==> src/gne_pkg.sv <==
// Shared constants, types and codes of the grid neighbor expander.
`timescale 1ns / 1ps
package gne_pkg;

  localparam int MAX_WIDTH  = 256;
  localparam int MAX_HEIGHT = 256;

  localparam int COL_W   = $clog2(MAX_WIDTH);
  localparam int ROW_W   = $clog2(MAX_HEIGHT);
  localparam int CFG_W   = 9;
  localparam int DIM_MAX = (COL_W > ROW_W) ? COL_W : ROW_W;
  // Signed-free coordinate math: one spare bit so x-1 at column 0 wraps above any size.
  localparam int DIM_W   = ((DIM_MAX > CFG_W) ? DIM_MAX : CFG_W) + 1;

  localparam int ADDR_W = 4;
  localparam int DATA_W = 32;

  localparam logic [7:0] CHAR_DOT = 8'h2E;
  localparam logic [7:0] CHAR_G   = 8'h47;
  localparam logic [7:0] CHAR_S   = 8'h53;

  localparam logic CMD_LOAD  = 1'b0;
  localparam logic CMD_QUERY = 1'b1;

  typedef enum logic [1:0] {
    REG_MAP_WIDTH   = 2'd0,
    REG_MAP_HEIGHT  = 2'd1,
    REG_EIGHT_MODE  = 2'd2,
    REG_CORNER_RULE = 2'd3
  } reg_idx_t;

  typedef enum logic [1:0] {
    OP_LOAD  = 2'd0,
    OP_QUERY = 2'd1,
    OP_MISS  = 2'd2
  } op_kind_t;

  typedef struct packed {
    op_kind_t   kind;
    logic [7:0] x;
    logic [7:0] y;
    logic       cell_free;
  } op_t;

  typedef struct packed {
    logic [DIM_W-1:0] eff_width;
    logic [DIM_W-1:0] eff_height;
    logic             eight_mode;
    logic             corner_rule;
  } cfg_t;

endpackage

==> src/gne_queue.sv <==
// Two-entry op queue between the front end and the back end.
`timescale 1ns / 1ps
module gne_queue import gne_pkg::*; (
  input  logic clk,
  input  logic rst_n,
  input  logic push,
  input  op_t  push_op,
  output logic full,
  input  logic pop,
  output logic empty,
  output op_t  head
);

  localparam int QDEPTH = 2;
  localparam int QPTR_W = $clog2(QDEPTH);
  localparam int QCNT_W = $clog2(QDEPTH + 1);

  op_t               entry_r [QDEPTH];
  logic [QPTR_W-1:0] wr_ptr_r, wr_ptr_nxt;
  logic [QPTR_W-1:0] rd_ptr_r, rd_ptr_nxt;
  logic [QCNT_W-1:0] count_r, count_nxt;
  logic              do_push, do_pop;

  assign full    = (count_r == QCNT_W'(QDEPTH));
  assign empty   = (count_r == '0);
  assign head    = entry_r[rd_ptr_r];
  assign do_push = push && !full;
  assign do_pop  = pop && !empty;

  always_comb begin
    wr_ptr_nxt = do_push ? wr_ptr_r + QPTR_W'(1) : wr_ptr_r;
    rd_ptr_nxt = do_pop ? rd_ptr_r + QPTR_W'(1) : rd_ptr_r;
    count_nxt  = count_r + QCNT_W'(do_push) - QCNT_W'(do_pop);
  end

  always_ff @(posedge clk) begin
    if (!rst_n) begin
      wr_ptr_r <= '0;
      rd_ptr_r <= '0;
      count_r  <= '0;
    end else begin
      wr_ptr_r <= wr_ptr_nxt;
      rd_ptr_r <= rd_ptr_nxt;
      count_r  <= count_nxt;
    end
  end

  always_ff @(posedge clk) begin
    if (do_push) begin
      entry_r[wr_ptr_r] <= push_op;
    end
  end

endmodule

==> config.mk <==
export PLATFORM = sky130hd
export DESIGN_NAME = gne_queue
export DESIGN_NICKNAME = d
export VERILOG_FILES = /design/src/gne_pkg.sv /design/src/gne_queue.sv
export SDC_FILE = /design/constraint.sdc
export NUM_CORES = 1
export LEC_CHECK = 0
export BUFFER_PORTS_ARGS = -buffer_cell sky130_fd_sc_hd__buf_2
export CORE_AREA = 2 2 75 77
export DETAILED_ROUTE_END_ITERATION = 12
export DIE_AREA = 0 0 77 79
export GPL_TIMING_DRIVEN = 0
export PLACE_DENSITY = 0.65
export SLEW_MARGIN = 5
export SYNTH_ARGS = -nofsm -noshare
export SYNTH_HDL_FRONTEND = slang
export SYNTH_SLANG_ARGS = --single-unit
==> constraint.sdc <==
create_clock -name clk -period 1.9 [get_ports clk]
set_clock_uncertainty 0.1 [all_clocks]
set_input_delay 0.095 -clock clk [delete_from_list [all_inputs] [get_ports clk]]
set_output_delay 0.095 -clock clk [all_outputs]
set_load 0.02 [all_outputs]
==> reports/results.ini <==
[synth]
synth_edf_count = 38
synth_commonest_cells = edfxtp_1, mux2_4, mux2_2, dfxtp_1, nor2_1
synth-compound-area-share_pct = 0.453
yosys.area_share.simple_pct = 3.77
synth_fa_ha_area_share_pct = 1.51
synth_top_area_share_pct = 68.8
synth.net_count = 111
synth_top_family_by_area = multiplexers
ys_ff_latch = 43
yosysMostFrequentCell = edfxtp_1
yosysTopAreaCell = edfxtp_1
yosys-top-cells-area = edfxtp_1, mux2_4, mux2_2
seq_area_frac_synth_pct = 74.9
synthMuxAreaShare_pct = 15.8
synth_xor_area_share_pct = 1.06
netlist_area_um2 = 1660
synth_ff_type = edfxtp_1
avgSynthCellArea_um2 = 19.3
synth_cell_types = 18
async_flop_share_pct = 0
synthCells = 86
yosys_warnings = 0

[pwr]
p_leak_nw = 0.901
ir_worst_vdd_mv = 0.666
p_per_area_nw_per_um2 = 1270

[routing]
drcViolationCount = 0
vias = 955
drtAntennaViolNets = 0
routed_wl_um = 2830
viasPerCell = 4.17
drtIter0Drc = 21
wl_per_cell_um = 12.4
drt_first_pass_iters = 6

[critical_path]
crit_cells = 8
path_buf_inv = 1
r2r_cells = 8
endpoint_kind = flip-flop
cp-start-kind = flip-flop
required_ps = 2010
cp_cell_sequence = nand2b_4, nand2_2, ha_1, inv_1, ha_1, xor2_1, and2_1, nor3_1
crit_top_cell = ha_1
cp-startpoint = count_r[0]
critical_path_arrival_ps = 1890
worstReg2RegStart = count_r[0]
cp_slowest_cell = dfxtp_1
crit_family = simple AND/OR/NAND/NOR gates
cpPeakStageDelay_ps = 390
cp_max_fo = 4
path_class = flip-flop to flip-flop

[flow_run]
cap_viol_max_count = 0

[floorplanning]
dieArea_um2 = 6080
coreArea_um2 = 5340
die_w_um = 77
core.rowCount = 27
die_y_um = 79
io_pins = 44
start_util_pct = 31.1

[layout]
area_growth_pct = 36.5
layout-drive-gt1-share_pct = 47.1
nets = 181
diodes = 0
stdcell_area_um2 = 2260
fillers = 509

[cts]
numClockSinks = 43
cts.path.max_buffers = 2
clk_latency_ps = 290
root_buffer = clkbuf_8
cts_tree = done
path_clk_slew_ps = 80
cts_buffers = 5
cts_setup_buffers = 0
h-tree-depth = 2

[timing]
drv_slew = 0
hold_viol_final = 0
finalWorstSetupSlack_ps = 120
period_needed_ps = 1780
rsz0062_at_grt = no
min_period_over_period_pct = 93.7
worstMarginPinSlew_ps = 584
finalSetupViolations = 0
relSlewSlack_pct = 61.0
max_freq_ghz = 0.562

[placement]
placed_area_um2 = 1970
pre_cts_slack_ps = -101
portBuffers = 43
place_congestion = 0.678
hpwl_um = 1890

[global_route]
grt_first_pass_wirelength_um = 4490
grt_max_degree = 20
grt_util_all_layers_pct = 9.78
grt_pass1_vias = 988
gr-total-overflow = 0
antenna_found_initial = 0

[min_path]
hold_depth = 3
hold_path.class = primary input to flip-flop
min_from = push

[run_status]
status = finished clean

layout by cell type (no fill, tap or decap):
cell / instances
clkbuf_8: 5
buf_12: 1
nand2_2: 1
mux2_4: 10
o21a_1: 1
buf_6: 1
nor3_1: 1
dfxtp_1: 5
and2_1: 2
clkinv_2: 1
nand2b_4: 1
nor2_1: 4
clkbuf_1: 2
and3_2: 1
nand2_1: 1
inv_1: 3
mux2_2: 9
xor2_1: 1
nand2b_1: 1
mux2i_1: 1
edfxtp_1: 38
nor2_4: 1
ha_1: 2
xnor2_1: 1
buf_2: 43
dlygate4sd3_1: 20
final cells by class:
class	instances	area (um^2)	share of cell area [%]
repair buffers	63	415	18.4
multi-input cells	38	393	17.4
plain buffers	2	31.3	1.38
clock buffers	7	76.3	3.37
inverters	3	11.3	0.498
clock inverters	1	5.00	0.221
flip-flops and latches	43	1240	54.8
well taps	72	90.1	3.98
metal layers:
metal	vias to the layer above	global-route usage (%)	wire length, um
li1	456	-	-
met1	460	10.1	1150
met2	36	17.8	1480
met3	3	4.32	168
met4	0	3.21	34
met5	-	0	0
tightest hold or removal path: stages:
cell	delay, ps
buf_2	110
nand2_2	110
mux2i_1	90
timing repair:
item                                   CTS  global route
endpoints found under the hold margin   41             0
setup endpoints to repair               19            20
gates resized for setup                  1             3
hold buffers                            20             0
path summary, 6_finish.rpt:
path	endpoint	slack, ps
worst max-delay path	count_r[1]	120
worst max register to register	count_r[1]	120
worst min-delay path	wr_ptr_r	70
worst min register to register	flip-flop	420
metrics by stage:
| stage | power [W] | setup TNS (ps) | instances | util, % | hold WS, ps |
|---|---|---|---|---|---|
| after floorplan | 0.00202 | 0 | 86 | - | 93.9 |
| after global placement | 0.00227 | 0 | 201 | 36.8 | 182 |
| after detailed placement | 0.00232 | -1900 | 201 | 36.8 | 188 |
| after CTS | 0.00290 | 0 | 229 | 42.2 | 121 |
| after global routing | 0.00302 | 0 | 229 | 42.4 | 68.9 |
| final | 0.00287 | 0 | 229 | 42.4 | 70.2 |
logic make-up after synthesis:
family / count (synthesis)
buffers and inverters: 5
multiplexers: 20
AO/OA/AOI/OAI: 1
AND/OR/NAND/NOR: 13
flip-flops: 43
adder cells (fa/ha/maj): 2
XOR/XNOR: 2
report_power, final:
part | internal [W] | total [W] | switching [W]
clock network | 0.000258 | 0.000536 | 0.000278
logic | 0.000480 | 0.00104 | 0.000559
registers | 0.00122 | 0.00129 | 0.0000685
flip-flops by register name, indices dropped and copies added, names as in the netlist, named ones only:
register and flops:
entry_r 38, wr_ptr_r 1, rd_ptr_r 1, count_r 2
No activity file was read; power rests on OpenSTA's default activity.
