<file path="src/gne_pkg.sv">
// Shared constants, types and codes of the grid neighbor expander.
`timescale 1ns / 1ps
package gne_pkg;

  localparam int MAX_WIDTH  = 256;
  localparam int MAX_HEIGHT = 256;

  localparam int COL_W   = $clog2(MAX_WIDTH);
  localparam int ROW_W   = $clog2(MAX_HEIGHT);
  localparam int CFG_W   = 9;
  localparam int DIM_MAX = (COL_W > ROW_W) ? COL_W : ROW_W;
  // Signed-free coordinate math: one spare bit so x-1 at column 0 wraps above any size.
  localparam int DIM_W   = ((DIM_MAX > CFG_W) ? DIM_MAX : CFG_W) + 1;

  localparam int ADDR_W = 4;
  localparam int DATA_W = 32;

  localparam logic [7:0] CHAR_DOT = 8'h2E;
  localparam logic [7:0] CHAR_G   = 8'h47;
  localparam logic [7:0] CHAR_S   = 8'h53;

  localparam logic CMD_LOAD  = 1'b0;
  localparam logic CMD_QUERY = 1'b1;

  typedef enum logic [1:0] {
    REG_MAP_WIDTH   = 2'd0,
    REG_MAP_HEIGHT  = 2'd1,
    REG_EIGHT_MODE  = 2'd2,
    REG_CORNER_RULE = 2'd3
  } reg_idx_t;

  typedef enum logic [1:0] {
    OP_LOAD  = 2'd0,
    OP_QUERY = 2'd1,
    OP_MISS  = 2'd2
  } op_kind_t;

  typedef struct packed {
    op_kind_t   kind;
    logic [7:0] x;
    logic [7:0] y;
    logic       cell_free;
  } op_t;

  typedef struct packed {
    logic [DIM_W-1:0] eff_width;
    logic [DIM_W-1:0] eff_height;
    logic             eight_mode;
    logic             corner_rule;
  } cfg_t;

endpackage

</file>
<file path="src/gne_front.sv">
// Front end: accepts input items, checks bounds and classifies them into queue ops.
`timescale 1ns / 1ps
module gne_front import gne_pkg::*; (
  input  logic       in_valid,
  output logic       in_stall,
  input  logic       in_cmd,
  input  logic [7:0] in_cell_x,
  input  logic [7:0] in_cell_y,
  input  logic [7:0] in_map_char,
  input  cfg_t       cfg,
  input  logic       q_full,
  output logic       q_push,
  output op_t        q_op
);

  logic accept;
  logic in_bounds;
  logic char_free;

  assign in_stall  = q_full;
  assign accept    = in_valid && !q_full;
  assign in_bounds = (DIM_W'(in_cell_x) < cfg.eff_width) &&
                     (DIM_W'(in_cell_y) < cfg.eff_height);
  assign char_free = (in_map_char == CHAR_DOT) || (in_map_char == CHAR_G) ||
                     (in_map_char == CHAR_S);

  // Drop loads outside the map; a query outside the map needs no memory access.
  assign q_push = accept && ((in_cmd == CMD_QUERY) || in_bounds);

  always_comb begin
    q_op.x         = in_cell_x;
    q_op.y         = in_cell_y;
    q_op.cell_free = char_free;
    if (in_cmd == CMD_LOAD) begin
      q_op.kind = OP_LOAD;
    end else if (in_bounds) begin
      q_op.kind = OP_QUERY;
    end else begin
      q_op.kind = OP_MISS;
    end
  end

endmodule

</file>
<file path="config.mk">
export PLATFORM = sky130hd
export DESIGN_NAME = gne_front
export DESIGN_NICKNAME = d
export VERILOG_FILES = /design/src/gne_pkg.sv /design/src/gne_front.sv
export SDC_FILE = /design/constraint.sdc
export NUM_CORES = 1
export LEC_CHECK = 0
export BUFFER_PORTS_ARGS = -buffer_cell sky130_fd_sc_hd__buf_4
export CAP_MARGIN = 20
export CORE_MARGIN = 2
export CORE_UTILIZATION = 32
export DETAILED_ROUTE_END_ITERATION = 7
export PLACE_DENSITY_LB_ADDON = 0.12
export SYNTH_ARGS = -nofsm -noshare
export SYNTH_HDL_FRONTEND = slang
export SYNTH_SLANG_ARGS = --single-unit
export TNS_END_PERCENT = 20
</file>
<file path="constraint.sdc">
create_clock -name vclk -period 1.6
set_clock_uncertainty 0.05 [all_clocks]
set_input_delay 0.24 -clock vclk [all_inputs]
set_output_delay 0.24 -clock vclk [all_outputs]
set_load 0.1 [all_outputs]
</file>
==> results.md, run 1 <==
* Fill cells at 167
* DR vias at 675
* Crit-path max FO at 3
* Initial core utilization at 34.4%
* CTS Hold Bufs at 0
* Minimum hold slack at 753 ps
* Most frequent cells in the layout: buf_4 (65), inv_1 (14), ha_1 (11), a21oi_1 (4)
* Slew Limit Fails at 0
* WL/cell at 9.19 um
* Post-synthesis compound-gate area fraction at 20.6%
* Worst EP required at 1310 ps
* Sequential fraction of the synthesis area at 0%
* Routability cong. at 0.629
* Synth warn at 0
* Antenna violations before repair at 0
* Setup crit start kind: primary input
* DRT antenna net count at 0
* CP Class: in -> out
* Failing checks: setup timing
* Worst min-delay path endpoint: q_op[16]
* Syn Area/Cell at 7.41 um^2
* Hold crit path type: in -> out
* Post-layout min period at 1950 ps
* Setup ws final at -347 ps
* Peak supply drop at 233 uV
* Hold path depth at 2
* # Post-CTS Setup Buffers at 0
* Layout area overhead at 91.9%
* Final Cycle Share at 122%
* DRT iter0 DRCs at 5
* GRT Total Usage at 12.7%
* Largest family of logic cells by synthesized area: buffers and inverters
* Core Area at 1750 um^2
* Met2 Wirelength at 805 um
* Syn_nets at 144
* Register Area at 0 um^2
* Worst slew pin tran at 294 ps
* Share of cells above drive strength 1 at 64.9%
* Mapped cell area at 601 um^2
* Synth Area in XOR/XNOR at 0%
* Post-Route Setup TNS at -1030 ps
* Ports at 70
* ANT cells at 0
* Maximum clock rate at 0.513 GHz
* Critical path capture point type: output port
* Met3 routed WL at 144 um
* Post-DP HPWL at 1.33 mm
* Die Span X at 47.3 um
* Detailed Route WL at 1.46 mm
* # clk buffers at 0
* Status: finished with violations
* Post-layout util at 66.0%
* Cells after synthesis at 81
* Via density at 4.25
* Num sequential at 0
* Pre-CTS setup slack at -489 ps
* Mux contribution to synthesized area at 0%
* Leakage at 0.644 nW
* Die area at 2240 um^2
* Slew headroom at 80.4%
* RSZ-0062 raised after global routing: yes
* Nets at 199
* Largest net degree at the start of global routing at 4
* Critical Path AT at 1660 ps
* Leading cell type in the layout, fill and taps excluded: buf_4
* Adder-Cell Fraction of Synth Area at 29.2%
* HP Start: in_cell_x[7]
* Overflow after GRT at 0
* Drt first pass iters at 2
* Vias in the first global route at 605
* Max Cap Viol at 0
* Setup violators final at 3
* Row count at 15
* DRC Markers at 0
* Met1 WL at 512 um
* Pwr dens at 433 nW/um^2
* Final Cell Area at 1150 um^2
* DP Area at 1090 um^2
* I/O Buffers at 68
* Final hold vios at 0
* Die Height at 47.3 um
* First-pass GRT wire length at 2.17 mm
* Simple-Gate Fraction of Synth Area at 17.7%
* Top layer reached by signal wires: met3
* Distinct cell type count after synthesis at 25
-- area by class of cell --
class	instances	area, um^2	area share, %
inverter	16	72.6	6.30
tap	25	31.3	2.71
timing repair buffer	71	586	50.8
multi-input combinational	47	463	40.2
-- worst max path at each step --
stage	start	end	slack, ps
finish	cfg[19]	q_op[17]	-350
global route	cfg[19]	q_op[18]	-450
floorplan	cfg[19]	q_push	-300
detailed placement	cfg[19]	q_push	-490
global placement	cfg[19]	q_push	-470
CTS	cfg[19]	q_op[18]	-390
-- routing by layer --
layer | GRT usage (%) | up-vias
met3 | 1.54 | 0
met1 | 14.6 | 276
met4 | 0 | 0
met5 | 0 | -
met2 | 25.7 | 36
li1 | - | 363
-- synthesized netlist by cell type, drive strengths merged --
master  number  share of area (%)
nor2b        1                1.0
o21a         1                1.3
nand2b       1                1.0
nand3        2                2.5
nor4bb       2                3.3
nand4        1                1.0
a22oi        1                1.3
and3         1                1.0
nor3b        1                1.3
o211a        1                1.7
o41ai        1                2.7
a211oi       1                2.1
or2b         1                1.3
a21oi        6                5.0
inv         16                 10
and2         1                1.0
o21ai        2                1.7
o221ai       1                2.5
buf         18                 23
nand2        3                1.9
nor2         3                2.3
ha          14                 29
a21o         2                2.5
-- repair_timing --
action,in CTS,in global routing
gates resized for setup,12,4
pin swaps,5,4
endpoints found under the setup margin,3,4
-- critical path, stage by stage --
cell and delay [ps]:
buf_8 110, inv_12 40, ha_4 180, a21o_1 160, a22oi_2 190, o41ai_2 100
a211oi_2 260, and2_4 210, buf_12 170
-- power by group --
group          total, W  internal (W)  switching, W  leakage [nW]
Combinational  0.000499      0.000192      0.000307         0.644
Sequential            0             0             0             0
Clock                 0             0             0             0
-- logic make-up (layout without fill, tap and decap cells) --
family | Yosys count | count (layout)
and+or+nand+nor | 17 | 17
adders and majority gates | 14 | 14
buffers and inverters | 34 | 87
AOI/OAI and AO/OA | 16 | 16
-- metrics by stage --
| step | power, W | cells |
|---|---|---|
| finish | 0.000499 | 159 |
| global route | 0.000532 | 159 |
| CTS | 0.000498 | 159 |
| detailed placement | 0.000475 | 159 |
| global placement | 0.000471 | 159 |
| floorplan | 0.000343 | 81 |
Note: power is estimated with default switching activity, not from simulation.
==> inputs of run 2 (changes only) <==
--- a/config.mk
+++ b/config.mk
@@ -10,7 +10,8 @@
 export CORE_MARGIN = 2
 export CORE_UTILIZATION = 32
 export DETAILED_ROUTE_END_ITERATION = 7
-export PLACE_DENSITY_LB_ADDON = 0.12
+export GPL_ROUTABILITY_DRIVEN = 0
+export PLACE_DENSITY = 0.79
 export SYNTH_ARGS = -nofsm -noshare
 export SYNTH_HDL_FRONTEND = slang
 export SYNTH_SLANG_ARGS = --single-unit
==> run 2 against run 1 <==
Compared with the run above:
- the run still ends with setup timing left
- first-iteration DRC count fell by 60%
- maximum frequency increased by 0.10%
- utilization is 1.4 points higher
- global-route usage increased by 3.1 points
- count of clock-buffer cells in the layout did not move
- die area unchanged
- design area up 2.2%
- non-clock buffer count up 2
- largest cell class unchanged
==> results.md, run 2 (same netlist as run 1, synthesis figures left out) <==
* Status: finished with violations
* Failing checks: setup timing
* Worst slew pin tran at 276 ps (-17.7 ps)
* Share of cells above drive strength 1 at 66.2% (+1.3 points)
* Antenna violations before repair at 0 (unchanged)
* Die Height at 47.3 um (unchanged)
* HP Start: in_cell_x[7]
* Most frequent cells in the layout: buf_4 (68), inv_1 (14), ha_1 (11)
* WL/cell at 11.4 um (+23%)
* Vias in the first global route at 663 (+9.6%)
* Fill cells at 153 (-8.4%)
* DR vias at 731 (+8.3%)
* Hold crit path type: in -> out
* CTS Hold Bufs at 0 (unchanged)
* Pre-CTS setup slack at -518 ps (-29.2 ps)
* # clk buffers at 0 (unchanged)
* Via density at 4.54 (+7.0%)
* Drt first pass iters at 2 (unchanged)
* Crit-path max FO at 3 (unchanged)
* CP Class: in -> out
* Worst EP required at 1310 ps (about the same)
* DRT antenna net count at 0 (unchanged)
* Leakage at 0.654 nW (+1.6%)
* ANT cells at 0 (unchanged)
* Layout area overhead at 96.0%
* Ports at 70 (unchanged)
* Worst min-delay path endpoint: q_op[16]
* I/O Buffers at 68 (unchanged)
* Maximum clock rate at 0.514 GHz (+0.10%)
* Num sequential at 0 (unchanged)
* First-pass GRT wire length at 2.62 mm (+21%)
* Final Total Pwr at 0.000515 W (+3.2%)
* Area of the multi-input gates at 477 um^2 (+3.0%)
* Row count at 15 (unchanged)
* Post-layout min period at 1950 ps (-2.04 ps)
* Critical path capture point type: output port
* Largest net degree at the start of global routing at 4 (unchanged)
* Setup crit start kind: primary input
* Final hold vios at 0 (unchanged)
* Final Cycle Share at 122% (-0.13 points)
* DRT iter0 DRCs at 2 (-3)
* Initial core utilization at 34.4% (unchanged)
* Slew Limit Fails at 0 (unchanged)
* Critical Path AT at 1660 ps (about the same)
* Setup ws final at -345 ps (+2.04 ps)
* Final Cell Area at 1180 um^2 (+2.2%)
* Register Area at 0 um^2 (unchanged)
* Pwr dens at 437 nW/um^2 (+1.0%)
* # Post-CTS Setup Buffers at 0 (unchanged)
* DP Area at 1100 um^2 (+1.4%)
* Peak supply drop at 285 uV (+22%)
* Leading cell type in the layout, fill and taps excluded: buf_4
* Max Cap Viol at 0 (unchanged)
* RSZ-0062 raised after global routing: yes
* GRT Total Usage at 15.8% (+3.1 points)
* Setup violators final at 3 (unchanged)
* Core Area at 1750 um^2 (unchanged)
* Overflow after GRT at 0 (unchanged)
* Die area at 2240 um^2 (unchanged)
* Nets at 201 (+1.0%)
* Slew headroom at 81.4% (+1.0 points)
* Hold path depth at 2 (unchanged)
* Die Span X at 47.3 um (unchanged)
* Post-Route Setup TNS at -1030 ps (-1.53 ps)
* Detailed Route WL at 1.83 mm (+25%)
* DRC Markers at 0 (unchanged)
* Post-DP HPWL at 1.56 mm (+18%)
run 2: cell types whose count changed in the layout (fill, tap and decap cells not counted):
cell     delta
a21oi_1     -1
a21oi_2     +1
buf_4       +3
buf_6       -1
ha_2        -1
ha_4        +1
run 2: layout make-up:
class / count / share of cell area (%)
Timing Repair Buffer: 73 / 50.7
Multi-Input combinational cell: 47 / 40.5
Inverter: 16 / 6.16
Tap cell: 25 / 2.66
run 2: routing by layer:
layer	vias up	GRT usage [%]	share of wire [%]
li1	367	-	-
met1	335	16.4	31
met2	29	34.6	62
met3	0	1.15	7.1
met4	0	0	0
met5	-	0	0
run 2: per-stage QoR:
stage	hold WS, ps	util (%)	std cells
final	754	67.5	161
after global routing	758	67.5	161
after CTS	755	66.1	161
after detailed placement	766	63.3	161
after global placement	761	63.3	161
after floorplan	634	-	81
run 2: critical path: stages:
cell	delay (ps)
buf_4	110
ha_1	320
a21oi_2	150
o21a_1	130
nor2_1	40
a211oi_2	280
buf_4	180
nor2b_4	40
buf_12	160
run 2: worst max-delay path by stage:
| stage | cells past startpoint | startpoint | end | slack (ps) |
|---|---|---|---|---|
| after global routing | 8 | in_cell_y[3] | q_op[17] | -430 |
| after CTS | 9 | cfg[19] | q_op[17] | -420 |
| after global placement | 9 | cfg[19] | q_push | -470 |
| final | 9 | in_cell_y[3] | q_op[18] | -350 |
| after floorplan | 7 | cfg[19] | q_push | -300 |
| after detailed placement | 9 | cfg[19] | q_push | -520 |
run 2: what timing repair did:
item                       CTS  global route
setup endpoints to repair    3             3
gates resized for setup     12             4
pin swaps                    6             5
run 2: power breakdown:
| part | leakage [nW] | internal (W) | switching [W] |
|---|---|---|---|
| logic | 0.654 | 0.000198 | 0.000317 |
| registers | 0 | 0 | 0 |
| clock network | 0 | 0 | 0 |
| total | 0.654 | 0.000198 | 0.000317 |
